--- src/u2i_pkg.sv ---
`timescale 1ns / 1ps
// ----------------------------------------------------------------------------
// u2i_pkg
// Shared constants, register indexes and the result word for the packed
// 4:2:2 to planar 4:2:0 converter.
// ----------------------------------------------------------------------------
package u2i_pkg;

  localparam int MAX_LINE_PAIRS = 2048;
  localparam int MAX_LINES      = 4096;

  localparam int PAIR_W  = 11;
  localparam int ROW_W   = 12;
  localparam int CFG_W   = 13;
  localparam int INDEX_W = 3;

  localparam logic [INDEX_W-1:0] REG_SOURCE_LINE_PAIRS  = 3'd0;
  localparam logic [INDEX_W-1:0] REG_CROP_FIRST_ROW     = 3'd1;
  localparam logic [INDEX_W-1:0] REG_CROP_FIRST_PAIR    = 3'd2;
  localparam logic [INDEX_W-1:0] REG_OUTPUT_WIDTH_PAIRS = 3'd3;
  localparam logic [INDEX_W-1:0] REG_OUTPUT_HEIGHT      = 3'd4;
  localparam logic [INDEX_W-1:0] REG_DECIMATE_BY_TWO    = 3'd5;

  typedef struct packed {
    logic [7:0]        luma_left;
    logic [7:0]        luma_right;
    logic              chroma_valid;
    logic [7:0]        cb_out;
    logic [7:0]        cr_out;
    logic [ROW_W-1:0]  out_row;
    logic [PAIR_W-1:0] out_pair;
    logic              frame_last;
  } result_t;

endpackage

--- src/uyvy_to_i420_decimating_converter.sv ---
`timescale 1ns / 1ps
// ----------------------------------------------------------------------------
// uyvy_to_i420_decimating_converter
// Crops and optionally decimates a packed 4:2:2 pixel word stream and emits
// luma pairs with 4:2:0 chroma marks and output positions.
// ----------------------------------------------------------------------------
// Channel   Signals                              Direction
// input     in_valid, in_stall, frame_start,     in, stall out
//           cb_in, luma_first_in, cr_in, luma_second_in
// output    out_valid, out_stall, luma_left ...  out, stall in
// config    cfg_write, cfg_index, cfg_data       in, no handshake
//
// One word is taken per clock while in_stall is low; its result is registered
// in the output register, or in a skid register that holds a second result
// while the output is stalled. The input stalls only while the skid is full.
// Reset is synchronous and clears the position counters, the valid flags and
// the configuration registers to their defaults.
// ----------------------------------------------------------------------------
module uyvy_to_i420_decimating_converter (
  input  logic                         clk,
  input  logic                         rst,
  input  logic                         cfg_write,
  input  logic [u2i_pkg::INDEX_W-1:0]  cfg_index,
  input  logic [u2i_pkg::CFG_W-1:0]    cfg_data,
  input  logic                         in_valid,
  output logic                         in_stall,
  input  logic                         frame_start,
  input  logic [7:0]                   cb_in,
  input  logic [7:0]                   luma_first_in,
  input  logic [7:0]                   cr_in,
  input  logic [7:0]                   luma_second_in,
  output logic                         out_valid,
  input  logic                         out_stall,
  output logic [7:0]                   luma_left,
  output logic [7:0]                   luma_right,
  output logic                         chroma_valid,
  output logic [7:0]                   cb_out,
  output logic [7:0]                   cr_out,
  output logic [u2i_pkg::ROW_W-1:0]    out_row,
  output logic [u2i_pkg::PAIR_W-1:0]   out_pair,
  output logic                         frame_last
);
  import u2i_pkg::*;

  localparam logic [11:0] LINE_PAIRS_MAX = 12'(MAX_LINE_PAIRS);
  localparam logic [12:0] LINES_MAX      = 13'(MAX_LINES);

  logic [11:0]       source_line_pairs;
  logic [11:0]       crop_first_row;
  logic [10:0]       crop_first_pair;
  logic [11:0]       output_width_pairs;
  logic [12:0]       output_height;
  logic              decimate_by_two;

  logic [PAIR_W-1:0] source_pair_count;
  logic [12:0]       source_row_count;
  logic              frame_done;

  logic [PAIR_W-1:0] source_pair_count_next;
  logic [12:0]       source_row_count_next;
  logic              frame_done_next;

  logic              result_valid;
  result_t           result;
  result_t           out_data;
  result_t           skid_data;
  logic              skid_valid;

  logic              in_transfer;
  logic              out_transfer;

  logic [PAIR_W-1:0] sp;
  logic [12:0]       sr;
  logic              fd;
  logic [11:0]       line_len;
  logic [11:0]       wp;
  logic [12:0]       ht;
  logic              in_window;
  logic [ROW_W-1:0]  dr;
  logic [PAIR_W-1:0] dp;
  logic [ROW_W-1:0]  orow;
  logic [PAIR_W-1:0] op;
  logic              last;
  logic [11:0]       sp_inc;

  assign in_stall     = skid_valid;
  assign in_transfer  = in_valid && !skid_valid;
  assign out_transfer = out_valid && !out_stall;

  always_ff @(posedge clk) begin
    if (rst) begin
      source_line_pairs  <= 12'd320;
      crop_first_row     <= '0;
      crop_first_pair    <= '0;
      output_width_pairs <= 12'd88;
      output_height      <= 13'd144;
      decimate_by_two    <= 1'b0;
    end else if (cfg_write) begin
      unique case (cfg_index)
        REG_SOURCE_LINE_PAIRS:  source_line_pairs  <= cfg_data[11:0];
        REG_CROP_FIRST_ROW:     crop_first_row     <= cfg_data[11:0];
        REG_CROP_FIRST_PAIR:    crop_first_pair    <= cfg_data[10:0];
        REG_OUTPUT_WIDTH_PAIRS: output_width_pairs <= cfg_data[11:0];
        REG_OUTPUT_HEIGHT:      output_height      <= cfg_data[12:0];
        REG_DECIMATE_BY_TWO:    decimate_by_two    <= cfg_data[0];
        default: ;
      endcase
    end
  end

  always_comb begin
    sp = frame_start ? '0 : source_pair_count;
    sr = frame_start ? '0 : source_row_count;
    fd = frame_start ? 1'b0 : frame_done;

    if (source_line_pairs == 12'd0) begin
      line_len = 12'd1;
    end else if (source_line_pairs > LINE_PAIRS_MAX) begin
      line_len = LINE_PAIRS_MAX;
    end else begin
      line_len = source_line_pairs;
    end
    wp = (output_width_pairs > LINE_PAIRS_MAX) ? LINE_PAIRS_MAX : output_width_pairs;
    ht = (output_height > LINES_MAX) ? LINES_MAX : output_height;

    in_window = !fd && (sr < LINES_MAX) && (sr >= {1'b0, crop_first_row}) &&
                (sp >= crop_first_pair);
    dr = sr[ROW_W-1:0] - crop_first_row;
    dp = sp - crop_first_pair;
    orow = decimate_by_two ? {1'b0, dr[ROW_W-1:1]} : dr;
    op   = decimate_by_two ? {1'b0, dp[PAIR_W-1:1]} : dp;

    result_valid = in_window && !(decimate_by_two && (dr[0] || dp[0])) &&
                   ({1'b0, op} < wp) && ({1'b0, orow} < ht);
    last = (({1'b0, op} + 12'd1) == wp) && (({1'b0, orow} + 13'd1) == ht);

    result.luma_left    = luma_first_in;
    result.luma_right   = luma_second_in;
    result.chroma_valid = !orow[0];
    result.cb_out       = orow[0] ? 8'd0 : cb_in;
    result.cr_out       = orow[0] ? 8'd0 : cr_in;
    result.out_row      = orow;
    result.out_pair     = op;
    result.frame_last   = last;

    sp_inc = {1'b0, sp} + 12'd1;
    if (sp_inc >= line_len) begin
      source_pair_count_next = '0;
      source_row_count_next  = (sr < LINES_MAX) ? sr + 13'd1 : sr;
    end else begin
      source_pair_count_next = sp_inc[PAIR_W-1:0];
      source_row_count_next  = sr;
    end
    frame_done_next = fd || (result_valid && last);
  end

  always_ff @(posedge clk) begin
    if (rst) begin
      source_pair_count <= '0;
      source_row_count  <= '0;
      frame_done        <= 1'b0;
    end else if (in_transfer) begin
      source_pair_count <= source_pair_count_next;
      source_row_count  <= source_row_count_next;
      frame_done        <= frame_done_next;
    end
  end

  always_ff @(posedge clk) begin
    if (rst) begin
      out_valid  <= 1'b0;
      skid_valid <= 1'b0;
    end else begin
      if (!out_valid || out_transfer) begin
        if (skid_valid) begin
          out_valid  <= 1'b1;
          skid_valid <= 1'b0;
        end else begin
          out_valid <= in_transfer && result_valid;
        end
      end else if (in_transfer && result_valid) begin
        skid_valid <= 1'b1;
      end
    end
  end

  always_ff @(posedge clk) begin
    if (!out_valid || out_transfer) begin
      out_data <= skid_valid ? skid_data : result;
    end
    if (out_valid && !out_transfer && in_transfer && result_valid) begin
      skid_data <= result;
    end
  end

  assign luma_left    = out_data.luma_left;
  assign luma_right   = out_data.luma_right;
  assign chroma_valid = out_data.chroma_valid;
  assign cb_out       = out_data.cb_out;
  assign cr_out       = out_data.cr_out;
  assign out_row      = out_data.out_row;
  assign out_pair     = out_data.out_pair;
  assign frame_last   = out_data.frame_last;

endmodule

--- config.mk ---
export PLATFORM = sky130hd
export DESIGN_NAME = uyvy_to_i420_decimating_converter
export DESIGN_NICKNAME = d
export VERILOG_FILES = /design/src/u2i_pkg.sv /design/src/uyvy_to_i420_decimating_converter.sv
export SDC_FILE = /design/constraint.sdc
export NUM_CORES = 1
export LEC_CHECK = 0
export BUFFER_PORTS_ARGS = -buffer_cell sky130_fd_sc_hd__buf_2
export CAP_MARGIN = 10
export CORE_MARGIN = 1.5
export CORE_UTILIZATION = 50
export DETAILED_ROUTE_END_ITERATION = 8
export GPL_TIMING_DRIVEN = 0
export PLACE_DENSITY = 0.67
export SYNTH_ARGS = -nofsm -noshare
export SYNTH_HDL_FRONTEND = slang
export SYNTH_SLANG_ARGS = --single-unit
--- constraint.sdc ---
create_clock -name clk -period 9.2 [get_ports clk]
set_input_delay 1.84 -clock clk [delete_from_list [all_inputs] [get_ports clk]]
set_output_delay 1.84 -clock clk [all_outputs]
set_load 0.01 [all_outputs]
== Yosys cells after proc, flatten, opt, wreduce, memory -nomap -nowiden ==
Cells that the tools add are included.
Storage, ports and cells
  word-level logic and storage cells: 99
  input port bits: 54
  flip-flop bits (word level): 202
Operators by class
  add/sub/neg operators: 6
  reductions and logical operators: 34
  $lt $le $gt $ge: 9
  muxes and demuxes: 16
  eq/ne operators: 7
Operators by type and width (count)
  two-way mux 57 bit: 1
  two-way mux 13 bit: 4
  two-way mux 12 bit: 4
  two-way mux 11 bit: 3
  adder 11 x 1 -> 12 bit (second input constant): 2
  > comparator 12 bit (second input constant): 2
  two-way mux 8 bit: 2
  logical AND 1 bit: 15
  adder 12 x 1 -> 13 bit (second input constant): 1
  adder 13 x 1 -> 13 bit (second input constant): 1
  == test 13 bit: 1
  >= comparator 13 x 12 -> 1 bit: 1
  > comparator 13 bit (second input constant): 1
  less-than comparator 12 x 13 -> 1 bit: 1
  less-than comparator 13 bit (second input constant): 1
  == test 12 bit: 1
  >= comparator 12 bit: 1
  logical NOT 12 bit: 1
  less-than comparator 11 x 12 -> 1 bit: 1
  AND reduction 2 bit: 6
  subtractor 12 bit: 1
  >= comparator 11 bit: 1
  subtractor 11 bit: 1
  logical NOT 1 bit: 7
  7 further kinds: 12

== Longest topological paths before layout ==
  depth after elaboration: 10
  depth in mapped cells: 22
  mapped depth without buffers: 19

== Least setup slack after synthesis ==
Ideal clock, no wire load.
  path type: input to register
  from: in frame_start
  to: reg skid_data[0] in the netlist's numbering (enable)
  slack: 0.583 ns
  data required time: 8.728 ns
  stages on the path: 18
  setup time: 0.472 ns
  data arrival time: 8.145 ns
  path through: clkbuf_1 > clkbuf_1 > clkbuf_1 > nor2b_1 > ha_1 > nand2b_1 > a21o_1 > o21a_1 > o2111a_1 > a311oi_4 > mux2i_1 > ha_1 > a21o_1 > a21oi_1 > a21oi_1 > a2111oi_0 > nand2_1 > nor2_1
Between the ends
  elaborated cells on any way between the ends: 23
  classes of those cells: 2 x add/sub; 5 x order compare; 5 x mux; 11 x reduce/logical
RTL lines
  start, declared: RTL line uyvy_to_i420_decimating_converter.sv:27  | input logic frame_start,
  two-way mux 13 bit: RTL line uyvy_to_i420_decimating_converter.sv:113  | sr = frame_start ? '0 : source_row_count;
  subtractor 12 bit: RTL line uyvy_to_i420_decimating_converter.sv:128  | dr = sr[ROW_W-1:0] - crop_first_row;
  two-way mux 12 bit: RTL line uyvy_to_i420_decimating_converter.sv:130  | orow = decimate_by_two ? {1'b0, dr[ROW_W-1:1]} : dr;
  via orow[10]: RTL line uyvy_to_i420_decimating_converter.sv:81  | logic [ROW_W-1:0] orow;
  less-than comparator 12 x 13 -> 1 bit: RTL line uyvy_to_i420_decimating_converter.sv:134  | ({1'b0, op} < wp) && ({1'b0, orow} < ht);
  logical AND 1 bit: RTL line uyvy_to_i420_decimating_converter.sv:134
  logical AND 1 bit: RTL line uyvy_to_i420_decimating_converter.sv:191  | if (out_valid && !out_transfer && in_transfer && result_valid) begin
  end signal, assigned: RTL line uyvy_to_i420_decimating_converter.sv:192  | skid_data <= result;
  end, declared: RTL line uyvy_to_i420_decimating_converter.sv:66  | result_t skid_data;
The timed path passes the listed nets, and every way through them passes these cells.
A chain may end at the register's enable or synchronous reset.

== Worst setup path after layout ==
  from: in frame_start
  to: reg skid_data[36] in the netlist's numbering (enable)
Same word-level chain as after synthesis.

==> flow_summary.json <==
{
  "dp_slack_ps": 965.4,
  "clkPwrFrac": 0.410,
  "synth_flop_cell": "edfxtp_1",
  "remaining_drc_errors": 0,
  "syn_nets": 1315,
  "tightest_slew_ps": 838.6,
  "grt_overflow": 0,
  "clk_path_buf_depth": 3,
  "mostFrequentLayoutCells": "nand2_1 (220), buf_2 (114), edfxtp_1 (114)",
  "finish.instance_area_um2": 13240,
  "endpoint_kind": "register",
  "syn_inst": 1197,
  "gr-max-usage-layer": "met2",
  "placed_area_um2": 12470,
  "grt_pass1_vias": 8824,
  "drv_slew": 0,
  "clock_latency_ps": 530,
  "wl_per_cell_um": 17.93,
  "vias_per_cell": 5.655,
  "crit_path_cell_trace": "buf_2 > clkbuf_1 > clkbuf_1 > clkbuf_1 > nor2b_1 > ha_1 > a21oi_1 > o21ai_0 > mux2_2 > a31oi_1 > nand3_1 > mux2i_1 > ha_1 > a21o_1 > a21oi_1 > a21oi_1 > a2111oi_0 > nand2_1 > nor2_4 > buf_12 > buf_12",
  "grt_pass1_wl_um": 46780,
  "ys_async_sr_fraction": 0,
  "rsz0062_at_grt": "false",
  "cts_tree": "built",
  "place_hpwl_um": 21880,
  "synth_edf_count": 114,
  "switching_share": 0.2557,
  "nNetsFinal": 1452,
  "place_inst": 1594,
  "p_comb_frac": 0.141,
  "fin_crit_ps": 7773,
  "grt_usage": 0.2469,
  "synth_cell_types": 73,
  "io_pins": 113,
  "critPathMaxStageDelay_ps": 700,
  "diodes": 0,
  "cap_violations": 0,
  "ys_ff_latch": 202,
  "hold_class": "reg -> reg",
  "ys_warn_count": 0,
  "initialDrtViolationCount": 551,
  "numCtsBuffers": 23,
  "cp.arrival_ps": 8010,
  "syn2layout_area_growth_pct": 15.01,
  "slew_headroom": 0.4375,
  "wl_um": 29340,
  "htree_levels": 1,
  "setup_viol": 0,
  "drtAntennaViolNets": 0,
  "cp_max_fo": 32,
  "cp_top_family": "buffers and inverters",
  "p_sw_uw": 578.3,
  "grt_max_degree": 61,
  "syn_area_per_cell_um2": 9.616,
  "fin_ws_ps": 1427,
  "seqPwrFrac": 0.449,
  "std_cell_rows": 55,
  "portBuffers": 110,
  "die_area_um2": 23940,
  "core_um2": 22640,
  "powerDensity_nw_per_um2": 170.9,
  "ys_seq_area_frac": 0.4505,
  "initial_core_util": 0.5084,
  "die_h_um": 154.7,
  "start_kind": "input port",
  "use_met3": 0.03418,
  "cp.required_ps": 9430,
  "path_clk_slew_ps": 60,
  "layout.cells.non_filler": 1636,
  "cts_setup_buffers": 0,
  "max_freq_mhz": 128.7,
  "cts_root_buf": "clkbuf_16",
  "vdd_drop_max_v": 0.0001286,
  "p_leak_uw": 0.005101,
  "drive_gt1_frac": 0.1710,
  "fillers": 1981,
  "post-route-period-util": 0.8449,
  "use_met1": 0.3392,
  "die_w_um": 154.7,
  "syn_area_um2": 11510,
  "setup.worst_path.class": "in -> reg",
  "ctsHoldBuffers": 0,
  "drt_pass1_iterations": 5,
  "internal_power_uw": 1684,
  "clkSinkCount": 202,
  "gp_congestion": 0.9232,
  "use_met2": 0.3925,
  "vias": 9251,
  "cp_num_buf_inv": 6,
  "final_common_cell": "nand2_1",
  "cp_slowest_cell": "a2111oi_0",
  "final-hold-violation-count": 0,
  "worst_clock_skew_ps": 17.10,
  "setup-tns-final_ps": 0,
  "status": "completed",
  "ctsResizeCount": 0,
  "antenna_found_initial": 0
}
-- worst reg2reg max path, cell delays in order (launching register included) --
cell	delay, ps
dfxtp_1	510
buf_2	330
clkbuf_1	470
clkbuf_1	530
clkbuf_1	490
clkbuf_1	600
nor2_1	110
a21oi_1	350
ha_1	300
nor2b_1	130
o21a_1	160
o21a_1	160
o21a_1	170
o21a_1	160
o21a_1	160
o21ai_0	190
a21oi_1	110
o211ai_1	450
nand2_1	240
nor2_4	190
buf_12	240
buf_12	220
-- path summary, 6_finish.rpt --
check	start	endpoint	slack (ps)	depth (start not counted)
max	frame_start	skid_data[36]	1430	21
min	crop_first_pair[3]	crop_first_pair[3]	450	2
max reg2reg	decimate_by_two	skid_data[36]	2630	21
min reg2reg	crop_first_pair[3]	crop_first_pair[3]	450	2
-- Yosys cell counts (4+ instances only) --
cell,number,area [um^2]
nand2_1,221,829.6
edfxtp_1,114,3423
a21oi_1,99,495.5
dfxtp_1,88,1762
ha_1,62,775.7
mux2_2,62,698.2
clkbuf_1,50,187.7
nor2_1,46,172.7
nand3_1,39,195.2
inv_1,38,142.6
xnor2_1,34,297.8
nor2b_1,32,200.2
and2_1,26,162.7
o21ai_0,26,130.1
xor2_1,20,175.2
nor3_1,19,95.09
a21o_1,17,127.6
nand4_1,17,106.4
o21a_1,15,112.6
nand3b_1,13,97.59
a31oi_1,12,75.07
and3_1,12,75.07
nand2b_1,12,75.07
mux2i_1,9,90.09
o211ai_1,8,60.06
a211o_1,7,61.31
nor4_1,7,43.79
a211oi_1,6,45.04
nand4b_1,6,52.55
or3_1,5,31.28
a31o_2,4,35.03
and4_1,4,35.03
buf_2,4,20.02
o31ai_1,4,30.03
-- metal layers --
layer,vias to the layer above,part of all wire
met5,-,0
met4,0,0.041
met3,71,0.057
met2,284,0.44
met1,4313,0.46
li1,4583,-
-- flip-flops by register name, summed over array words and instances, names as in the netlist, 8 cells and up --
| name | flops |
|---|---|
| cb_out | 8 |
| source_pair_count | 11 |
| out_row | 12 |
| output_width_pairs | 12 |
| output_height | 13 |
| source_line_pairs | 12 |
| cr_out | 8 |
| luma_right | 8 |
| luma_left | 8 |
| crop_first_row | 12 |
| out_pair | 11 |
| source_row_count | 13 |
| crop_first_pair | 11 |
| skid_data | 57 |
-- through the flow --
stage,util,hold WS (ps),total power (uW)
2_1_floorplan,-,427.3,1238
3_3_place_gp,0.5484,436.8,1345
6_report,0.5847,455.0,2262
5_1_grt,0.5847,477.5,2351
4_1_cts,0.5847,456.2,2280
3_5_place_dp,0.5509,447.5,1351
-- power by group through the flow --
stage / Combinational (uW) / Sequential [uW] / Clock (uW)
floorplan: 186 / 1050 / 0
global route: 351 / 1020 / 981
CTS: 318 / 1020 / 946
global placement: 310 / 1030 / 0
detailed placement: 316 / 1040 / 0
finish: 319 / 1020 / 927
-- final cells by class --
| cell class | count | area (um^2) | area share |
|---|---|---|---|
| well taps | 285 | 356.6 | 0.02694 |
| flip-flops and latches | 202 | 5185 | 0.3917 |
| plain buffers | 57 | 219.0 | 0.01654 |
| inverters | 40 | 150.1 | 0.01134 |
| multi-input cells | 898 | 5971 | 0.4510 |
| repair buffers | 112 | 590.6 | 0.04461 |
| clock inverters | 15 | 165.2 | 0.01248 |
| clock buffers | 27 | 600.6 | 0.04537 |
-- kinds of logic after synthesis --
| kind of cell | after synthesis | share of synthesized area |
|---|---|---|
| and+or+nand+nor | 474 | 0.2001 |
| AOI/OAI and AO/OA | 231 | 0.1296 |
| DFF | 202 | 0.4505 |
| buffers and inverters | 97 | 0.03207 |
| muxes | 72 | 0.06979 |
| adders and majority gates | 64 | 0.07088 |
| xor gates and xnor gates | 57 | 0.04707 |
No activity file was read; power rests on OpenSTA's default activity.
